### src/ira_pkg.sv
// Shared types and codes of the interval range table.
package ira_pkg;

  // Request operation codes
  localparam logic OP_ASSIGN = 1'b0;
  localparam logic OP_LOOKUP = 1'b1;

  // Source of a boundary emitted into the rebuilt table
  localparam logic [1:0] SRC_STORED = 2'd0;
  localparam logic [1:0] SRC_BEGIN  = 2'd1;
  localparam logic [1:0] SRC_END    = 2'd2;

  // Controller to datapath commands
  typedef struct packed {
    logic       load;       // capture request fields, clear scan index
    logic       idx_clear;  // restart the scan at entry zero
    logic       idx_inc;    // advance the scan index
    logic       acc_load;   // take the stored value into the accumulator
    logic       scan_init;  // clear rebuild count, seed previous value
    logic       emit;       // offer one boundary to the rebuilt table
    logic [1:0] emit_sel;   // which boundary is offered
    logic       respond;    // commit the table and present the result
  } ira_cmd_t;

  // Datapath to controller status
  typedef struct packed {
    logic at_end;      // scan index has passed the stored entries
    logic key_le_tgt;  // stored key at or below the lookup target
    logic key_lt_b;    // stored key below range begin
    logic key_gt_e;    // stored key above range end
    logic op_lookup;   // request is a lookup
    logic empty;       // assign range is empty
  } ira_status_t;

endpackage

### src/interval_range_table.sv
// Top level of the interval range table.
//
// Sorted table of signed boundary keys, each with a value; keys below the
// first boundary map to default_value. A request is taken when start is high
// and busy is low. op = 0 writes new_value over [range_begin, range_end);
// op = 1 returns the value in force at query_key. Every request yields one
// result, shown for exactly one cycle with result_valid high; the receiver
// cannot stall and must take it then.
// Lookup: scans stored entries from the first, one entry a cycle, through
// one RAM read port. Assign: a lookup of range_end, then a rebuild pass
// that streams the canonical table into the idle half of a ping-pong RAM
// pair, one entry a cycle. An empty range skips the rebuild. busy stays
// high for the whole request; a new request can be taken in the cycle
// the result is shown. default_value is written through cfg_valid/cfg_data
// (cfg_ready is always high); the user must write it only while the block
// is idle, which the block itself does not enforce. Reset clears the table
// to empty and the default to zero; the RAMs need no clearing.
module interval_range_table #(
  parameter int TABLE_DEPTH = 16,
  parameter int KEY_BITS    = 16,
  parameter int VALUE_BITS  = 8
) (
  input  logic                                 clk,
  input  logic                                 rst,
  input  logic                                 start,
  output logic                                 busy,
  input  logic                                 op,
  input  logic signed [KEY_BITS-1:0]           range_begin,
  input  logic signed [KEY_BITS-1:0]           range_end,
  input  logic [VALUE_BITS-1:0]                new_value,
  input  logic signed [KEY_BITS-1:0]           query_key,
  output logic                                 result_valid,
  output logic [VALUE_BITS-1:0]                read_value,
  output logic                                 overflow,
  output logic [$clog2(TABLE_DEPTH + 1)-1:0]   entry_count,
  input  logic                                 cfg_valid,
  output logic                                 cfg_ready,
  input  logic [VALUE_BITS-1:0]                cfg_data
);

  ira_pkg::ira_cmd_t    cmd;
  ira_pkg::ira_status_t status;

  assign cfg_ready = 1'b1;

  ira_ctrl u_ctrl (
    .clk    (clk),
    .rst    (rst),
    .start  (start),
    .busy   (busy),
    .status (status),
    .cmd    (cmd)
  );

  ira_dpath #(
    .TABLE_DEPTH (TABLE_DEPTH),
    .KEY_BITS    (KEY_BITS),
    .VALUE_BITS  (VALUE_BITS)
  ) u_dpath (
    .clk          (clk),
    .rst          (rst),
    .cmd          (cmd),
    .status       (status),
    .op           (op),
    .range_begin  (range_begin),
    .range_end    (range_end),
    .new_value    (new_value),
    .query_key    (query_key),
    .cfg_we       (cfg_valid && cfg_ready),
    .cfg_data     (cfg_data),
    .read_value   (read_value),
    .overflow     (overflow),
    .entry_count  (entry_count),
    .result_valid (result_valid)
  );

endmodule

### src/ira_ram.sv
// Generic single write port RAM with registered read.
module ira_ram #(
  parameter int WIDTH = 24,
  parameter int DEPTH = 16
) (
  input  logic                     clk,
  input  logic                     we,
  input  logic [$clog2(DEPTH)-1:0] waddr,
  input  logic [WIDTH-1:0]         wdata,
  input  logic [$clog2(DEPTH)-1:0] raddr,
  output logic [WIDTH-1:0]         rdata
);

  logic [WIDTH-1:0] mem [DEPTH];

  // Write and registered read
  always_ff @(posedge clk) begin
    if (we) begin
      mem[waddr] <= wdata;
    end
    rdata <= mem[raddr];
  end

endmodule

### src/ira_ctrl.sv
// Controller state machine of the interval range table.
module ira_ctrl (
  input  logic                 clk,
  input  logic                 rst,
  input  logic                 start,
  output logic                 busy,
  input  ira_pkg::ira_status_t status,
  output ira_pkg::ira_cmd_t    cmd
);

  localparam logic [2:0] S_IDLE    = 3'd0;
  localparam logic [2:0] S_LOOK    = 3'd1;
  localparam logic [2:0] S_SCAN_LO = 3'd2;
  localparam logic [2:0] S_EMIT_B  = 3'd3;
  localparam logic [2:0] S_EMIT_E  = 3'd4;
  localparam logic [2:0] S_SCAN_HI = 3'd5;
  localparam logic [2:0] S_FINISH  = 3'd6;

  logic [2:0] state;
  logic [2:0] state_next;

  assign busy = (state != S_IDLE);

  // Sequence the scan, rebuild and response steps
  always_comb begin
    state_next = state;
    cmd        = '0;
    case (state)
      S_IDLE: begin
        if (start) begin
          cmd.load   = 1'b1;
          state_next = S_LOOK;
        end
      end
      S_LOOK: begin
        if (!status.op_lookup && status.empty) begin
          state_next = S_FINISH;
        end else if (status.at_end || !status.key_le_tgt) begin
          if (status.op_lookup) begin
            state_next = S_FINISH;
          end else begin
            cmd.idx_clear = 1'b1;
            cmd.scan_init = 1'b1;
            state_next    = S_SCAN_LO;
          end
        end else begin
          cmd.acc_load = 1'b1;
          cmd.idx_inc  = 1'b1;
        end
      end
      S_SCAN_LO: begin
        if (!status.at_end && status.key_lt_b) begin
          cmd.emit     = 1'b1;
          cmd.emit_sel = ira_pkg::SRC_STORED;
          cmd.idx_inc  = 1'b1;
        end else begin
          state_next = S_EMIT_B;
        end
      end
      S_EMIT_B: begin
        cmd.emit     = 1'b1;
        cmd.emit_sel = ira_pkg::SRC_BEGIN;
        state_next   = S_EMIT_E;
      end
      S_EMIT_E: begin
        cmd.emit     = 1'b1;
        cmd.emit_sel = ira_pkg::SRC_END;
        state_next   = S_SCAN_HI;
      end
      S_SCAN_HI: begin
        if (status.at_end) begin
          state_next = S_FINISH;
        end else begin
          cmd.emit     = status.key_gt_e;
          cmd.emit_sel = ira_pkg::SRC_STORED;
          cmd.idx_inc  = 1'b1;
        end
      end
      S_FINISH: begin
        cmd.respond = 1'b1;
        state_next  = S_IDLE;
      end
      default: begin
        state_next = S_IDLE;
      end
    endcase
  end

  always_ff @(posedge clk) begin
    if (rst) begin
      state <= S_IDLE;
    end else begin
      state <= state_next;
    end
  end

endmodule

### src/ira_dpath.sv
// Datapath of the interval range table: ping-pong tables, scan and rebuild.
module ira_dpath #(
  parameter int TABLE_DEPTH = 16,
  parameter int KEY_BITS    = 16,
  parameter int VALUE_BITS  = 8,
  localparam int CW = $clog2(TABLE_DEPTH + 1),
  localparam int MW = $clog2(TABLE_DEPTH + 3),
  localparam int AW = $clog2(TABLE_DEPTH)
) (
  input  logic                       clk,
  input  logic                       rst,
  input  ira_pkg::ira_cmd_t          cmd,
  output ira_pkg::ira_status_t       status,
  input  logic                       op,
  input  logic signed [KEY_BITS-1:0] range_begin,
  input  logic signed [KEY_BITS-1:0] range_end,
  input  logic [VALUE_BITS-1:0]      new_value,
  input  logic signed [KEY_BITS-1:0] query_key,
  input  logic                       cfg_we,
  input  logic [VALUE_BITS-1:0]      cfg_data,
  output logic [VALUE_BITS-1:0]      read_value,
  output logic                       overflow,
  output logic [CW-1:0]              entry_count,
  output logic                       result_valid
);

  localparam int EW = KEY_BITS + VALUE_BITS;

  logic                       bank;
  logic [CW-1:0]              used;
  logic [CW-1:0]              used_next;
  logic [CW-1:0]              idx;
  logic [CW-1:0]              idx_next;
  logic [MW-1:0]              m;
  logic [VALUE_BITS-1:0]      prev;
  logic [VALUE_BITS-1:0]      acc;
  logic [VALUE_BITS-1:0]      dflt;
  logic                       op_r;
  logic signed [KEY_BITS-1:0] b_r;
  logic signed [KEY_BITS-1:0] e_r;
  logic signed [KEY_BITS-1:0] q_r;
  logic [VALUE_BITS-1:0]      v_r;
  logic signed [KEY_BITS-1:0] tgt;
  logic [EW-1:0]              rdata0;
  logic [EW-1:0]              rdata1;
  logic signed [KEY_BITS-1:0] rkey;
  logic [VALUE_BITS-1:0]      rval;
  logic signed [KEY_BITS-1:0] ekey;
  logic [VALUE_BITS-1:0]      eval_v;
  logic                       do_write;
  logic                       wr_en;
  logic                       empty;
  logic                       commit;
  logic                       over;

  // Stored entry at the scan index from the live bank
  assign {rkey, rval} = bank ? rdata1 : rdata0;
  assign tgt   = (op_r == ira_pkg::OP_LOOKUP) ? q_r : e_r;
  assign empty = !(b_r < e_r);
  assign over  = (m > MW'(TABLE_DEPTH));

  assign status.at_end     = (idx >= used);
  assign status.key_le_tgt = (rkey <= tgt);
  assign status.key_lt_b   = (rkey < b_r);
  assign status.key_gt_e   = (rkey > e_r);
  assign status.op_lookup  = (op_r == ira_pkg::OP_LOOKUP);
  assign status.empty      = empty;

  // Next scan index drives the read address, so the registered read data matches the index
  always_comb begin
    if (cmd.load || cmd.idx_clear) begin
      idx_next = '0;
    end else if (cmd.idx_inc) begin
      idx_next = idx + CW'(1);
    end else begin
      idx_next = idx;
    end
  end

  // Select the boundary offered to the rebuilt table
  always_comb begin
    case (cmd.emit_sel)
      ira_pkg::SRC_BEGIN: begin
        ekey   = b_r;
        eval_v = v_r;
      end
      ira_pkg::SRC_END: begin
        ekey   = e_r;
        eval_v = acc;
      end
      default: begin
        ekey   = rkey;
        eval_v = rval;
      end
    endcase
  end

  // Drop boundaries that repeat the previous value
  assign do_write = cmd.emit && (eval_v != prev);
  assign wr_en    = do_write && (m < MW'(TABLE_DEPTH));
  assign commit   = cmd.respond && (op_r == ira_pkg::OP_ASSIGN) && !empty && !over;
  assign used_next = commit ? m[CW-1:0] : used;

  ira_ram #(.WIDTH(EW), .DEPTH(TABLE_DEPTH)) u_ram0 (
    .clk   (clk),
    .we    (wr_en && bank),
    .waddr (m[AW-1:0]),
    .wdata ({ekey, eval_v}),
    .raddr (idx_next[AW-1:0]),
    .rdata (rdata0)
  );

  ira_ram #(.WIDTH(EW), .DEPTH(TABLE_DEPTH)) u_ram1 (
    .clk   (clk),
    .we    (wr_en && !bank),
    .waddr (m[AW-1:0]),
    .wdata ({ekey, eval_v}),
    .raddr (idx_next[AW-1:0]),
    .rdata (rdata1)
  );

  // Capture request fields, track the scan and register the result
  always_ff @(posedge clk) begin
    if (cmd.load) begin
      op_r <= op;
      b_r  <= range_begin;
      e_r  <= range_end;
      q_r  <= query_key;
      v_r  <= new_value;
      acc  <= dflt;
    end else if (cmd.acc_load) begin
      acc <= rval;
    end
    if (cmd.scan_init) begin
      prev <= dflt;
    end else if (do_write) begin
      prev <= eval_v;
    end
    if (cmd.respond) begin
      read_value  <= (op_r == ira_pkg::OP_LOOKUP) ? acc : '0;
      overflow    <= (op_r == ira_pkg::OP_ASSIGN) && !empty && over;
      entry_count <= used_next;
    end
  end

  // Control state: bank, fill count, index, rebuild count, default register, strobe
  always_ff @(posedge clk) begin
    if (rst) begin
      bank         <= 1'b0;
      used         <= '0;
      idx          <= '0;
      m            <= '0;
      dflt         <= '0;
      result_valid <= 1'b0;
    end else begin
      idx          <= idx_next;
      used         <= used_next;
      result_valid <= cmd.respond;
      if (commit) begin
        bank <= !bank;
      end
      if (cmd.scan_init) begin
        m <= '0;
      end else if (do_write) begin
        m <= m + MW'(1);
      end
      if (cfg_we) begin
        dflt <= cfg_data;
      end
    end
  end

`ifndef SYNTHESIS
  a_strobe_gap: assert property (@(posedge clk) disable iff (rst)
    result_valid |=> !result_valid)
    else $error("result strobe in consecutive cycles");
  a_used_bound: assert property (@(posedge clk) disable iff (rst)
    used <= CW'(TABLE_DEPTH))
    else $error("fill count beyond table depth");
  a_rebuild_bound: assert property (@(posedge clk) disable iff (rst)
    m <= MW'(TABLE_DEPTH + 2))
    else $error("rebuild count beyond work depth");
  a_ovf_no_commit: assert property (@(posedge clk) disable iff (rst)
    (cmd.respond && over && (op_r == ira_pkg::OP_ASSIGN)) |=> $stable(used))
    else $error("refused assign changed the table");
`endif

endmodule

### config.mk
export PLATFORM = sky130hd
export DESIGN_NAME = interval_range_table
export DESIGN_NICKNAME = d
export VERILOG_FILES = /design/src/ira_pkg.sv /design/src/interval_range_table.sv /design/src/ira_ram.sv /design/src/ira_ctrl.sv /design/src/ira_dpath.sv
export SDC_FILE = /design/constraint.sdc
export NUM_CORES = 1
export LEC_CHECK = 0
export ABC_CLOCK_PERIOD_IN_PS = 14600
export BUFFER_PORTS_ARGS = -buffer_cell sky130_fd_sc_hd__buf_2
export CORE_MARGIN = 2
export CORE_UTILIZATION = 65
export CTS_CLUSTER_DIAMETER = 150
export DETAILED_ROUTE_END_ITERATION = 12
export PLACE_DENSITY = 0.79
export RECOVER_POWER = 25
export SYNTH_ARGS = -nofsm -noshare
export SYNTH_HDL_FRONTEND = slang
export SYNTH_SLANG_ARGS = --single-unit
### constraint.sdc
create_clock -name clk -period 14.6 [get_ports clk]
set_clock_uncertainty 0.15 [all_clocks]
set_input_delay 2.19 -clock clk [delete_from_list [all_inputs] [get_ports clk]]
set_output_delay 2.19 -clock clk [all_outputs]
set_load 0.01 [all_outputs]
==> summary.md <==
| Metric | Value |
|---|---|
| Gr busiest metal | met2 |
| Largest family of logic cells by synthesized area | compound AO/OA/AOI/OAI gates |
| Post-Synth XOR/XNOR Area | less than 1% |
| Worst setup EP type | flop |
| Setup Crit Path Kind | reg2reg |
| Largest net degree at the start of global routing | 175 |
| Core box area | 60100 um^2 |
| Outcome | finished with violations |
| Iteration-0 DRC Markers | 3443 |
| Grt met1 use | 43.4% |
| RSZ-0062 raised after global routing | false |
| Area delta synth->final | 10.2% |
| Die area | 62500 um^2 |
| Antenna viol nets, final | 0 |
| Setup_tns | 0 ns |
| Top delay family on crit path | simple AND/OR/NAND/NOR gates |
| Routed length per instance | 27.5 um |
| Worst hold stages | 2 |
| Met3 usage | 5.83% |
| First-pass GRT wire length | 153000 um |
| Setup crit start kind | flop |
| Fraction of layout cells with a size suffix above 1 | 12.5% |
| Worst path cell trace | nor2b_1, nand2_1, nor2_1, a21oi_2, clkbuf_1, xor2_1, nor4_1, a22oi_2, nor3b_1, nand2_1, nor2_2, buf_4 |
| Fillers | 3665 |
| Fmax | 0.142 GHz |
| Synth top area share | 65.3% |
| CP Buf/Inv Count | 2 |
| Register area share after synthesis | ~69% |
| Compound-cell area share of the yosys netlist | 13.0% |
| CTS Buffer Depth | 3 |
| Synth area leaders | edfxtp_1 65%, dfxtp_1 3.9%, o21ai_0 3.2%, and3_1 2.5%, ha_1 2.3% |
| Critical path depth | 12 |
| Pins Over Slew Limit | about 330 |
| Clock slew at the register clock pins of the worst setup and hold paths | around 0.060 ns |
| Total GRT Usage | 32.6% |
| Post-DP HPWL | 56300 um |
| Yosys reg bits | 931 |
| Gpl congestion | 0.959 |
| First-pass iteration count of the detailed router | 6 |
| Initial antenna violation count | 0 |
| Ys flop type | edfxtp_1 |
| Met2 Track Usage GR | roughly 53% |
| Clock latency on the worst-skew pair | approximately 0.65 ns |
| Chip width | 250 um |
| Area of the multi-input gates | 11200 um^2 |
| Avg Inst Size Synth | 13.7 um^2 |
| Mux share of post-synthesis cell area | 1.97% |
| I/O pin cnt | 86 |
| Number of global-route vias before repair | 25.6k |
| Routed via count | 25.9k |
| Synth Warn # | 0 |
| Reg area | around 27000 um^2 |
| Slowest cell delay on critical path | 1.45 ns |
| Synth Area in Adders | between 2 and 2.5% |
| Starting density of the core | 65.4% |
| Final setup fails | 0 |
| Area leader, netlist | edfxtp_1 |
| Non-Filler Instances | 3737 |
| CTS tree | done |
| Async SR Flop Fraction | 0% |
| CP arrival | 7.20 ns |
| Via density | 6.94 |
| Lkg Pwr | 15.1 nW |
| Syn nets | 3002 |
| Post-Place Cells | 3575 |
| Final Power | 5.84 mW |
| Root buf cell | clkbuf_16 |
| Post-cts sizing count | 0 |
| Final Util | 72.1% |
| Final Hold Viols | 0 |
| Pwr/cell area | 135 nW/um^2 |
| CTS buffer count | 88 |
| Max-cap violations | 9 |
| Post-synth EDFFs | ~860 |
| Sink Count | 931 |
| Final #Nets | 3024 |
| Final instance area | 43300 um^2 |
| Critical-path top delay cell | clkbuf_1 |
| Period Utilization, post-route | between 40 and 50% |
| Post-Route WL | 103000 um |
| Min Tclk post-route | between 7 and 8 ns |
| # port buffers | 84 |
| Pin slew with the least headroom to its limit | 1.98 ns |
| Slew headroom | -32.3% |
| Row cnt | 90 |
| Netlist cell types | 79 |
| Worst r2r path cells | 12 |
| Total gr overflow | 0 |
| Maximum VDD drop | 0.0000960 V |
| Failing checks | capacitance limit, slew limit |
| Placed Area | 40500 um^2 |
| Setup Buffers After CTS | 0 |
| Worst hold path type | reg2reg |
| Post-CTS Hold Buffers | 0 |
| Cell area after synthesis | 39300 um^2 |
| Peak fanout along the critical path | 47 |
| DR DRC count | 0 |
| Worst EP required | approximately 15 ns |
| Diode count | 0 |
| Synth Area in Simple Gates | a little over 10% |
| Die Y | 250 um |
| Post-synthesis cell count | 2861 |
| Most frequent cell on the critical path | nand2_1 |
| H-tree depth | 3 |
[area by class of cell]
| type | count | area share, % |
|---|---|---|
| flip-flops and latches | 931 | 62.8 |
| clock buffers | 112 | 5.65 |
| well taps | 782 | 2.26 |
| multi-input cells | 1661 | 25.7 |
| repair buffers | 149 | 2.06 |
| inverters | 52 | 0.450 |
| clock inverters | 50 | 1.09 |
[flip-flops by register name, summed over array words and instances, names as in the netlist, 3 cells and up]
name                  cells
u_dpath.used              5
u_dpath.u_ram1.mem      384
u_dpath.v_r               8
u_dpath.u_ram0.rdata     24
u_dpath.read_value        8
u_dpath.u_ram0.mem      384
u_dpath.entry_count       5
u_dpath.q_r              16
u_ctrl.state              3
u_dpath.dflt              8
u_dpath.e_r              16
u_dpath.acc               8
u_dpath.prev              8
u_dpath.b_r              16
u_dpath.m                 5
u_dpath.u_ram1.rdata     24
u_dpath.idx               5
[final timing paths]
path	startpoint	to	slack [ns]
worst min register to register	u_dpath.dflt[6]	u_dpath.dflt[6]	0.40
worst max-delay path	u_ctrl.state[2]	u_dpath.u_ram1.mem[7][18]	7.56
worst max register to register	u_ctrl.state[2]	u_dpath.u_ram1.mem[7][18]	7.56
worst min-delay path	u_dpath.dflt[6]	u_dpath.dflt[6]	0.40
[where the power goes]
group | internal (mW) | switching, mW | total, mW
Sequential | 3.04 | 0.0296 | 3.07
Combinational | 0.0997 | 0.352 | 0.451
Clock | 1.34 | 0.970 | 2.31
[metal layers]
metal / up-vias / routed length [um]
li1: 11100 / -
met1: 12800 / 37600
met2: 1698 / 49600
met3: 286 / 10500
met4: 0 / 5050
met5: - / 0
[worst register-to-register path: cells and delay by family, from the launching register on]
kind	cells	cell delay, ns
flip-flops	1	0.55
AND/OR/NAND/NOR	7	3.30
AO/OA/AOI/OAI	2	0.62
buffers and inverters	2	1.84
XOR/XNOR	1	0.24
[cells by family (layout without fill, tap and decap cells)]
| family | after synthesis | count (layout) |
|---|---|---|
| AOI/OAI and AO/OA | 756 | 756 |
| buffers and inverters | 269 | 363 |
| other | 1 | 1 |
| and+or+nand+nor | 740 | 740 |
| muxes | 72 | 72 |
| adders and majority gates | 72 | 72 |
| xor gates and xnor gates | 20 | 20 |
| DFF | 931 | 931 |
[synth_stat cells, types with 18 or more instances]
| master | number |
|---|---|
| mux2_2 | 35 |
| ha_1 | 72 |
| inv_1 | 51 |
| nand3_1 | 148 |
| nand2_1 | 191 |
| a211oi_1 | 98 |
| a21o_1 | 56 |
| o22ai_1 | 18 |
| and3_1 | 157 |
| a32oi_1 | 49 |
| dfxtp_1 | 76 |
| o21ai_0 | 255 |
| clkbuf_1 | 146 |
| a21boi_0 | 47 |
| nand4b_1 | 45 |
| nor2_1 | 67 |
| mux2i_1 | 35 |
| a211o_1 | 95 |
| buf_2 | 44 |
| edfxtp_1 | 855 |
| a21oi_1 | 81 |
| nor3b_1 | 49 |
[layout by cell type (no fill, tap or decap), types with 72 or more instances in the layout]
master	count
a211oi_1	98
buf_2	80
a21oi_1	73
edfxtp_1	855
nand2_1	190
a211o_1	95
and3_1	157
ha_1	72
clkbuf_16	93
o21ai_0	255
nand3_1	148
dfxtp_1	76
[stage by stage]
step	setup slack (ns)	hold slack (ns)
floorplan	8.94	0.324
global placement	8.47	0.364
detailed placement	8.32	0.385
CTS	8.25	0.397
global route	7.08	0.441
finish	7.56	0.404
Power figures use the tool's default switching activity.
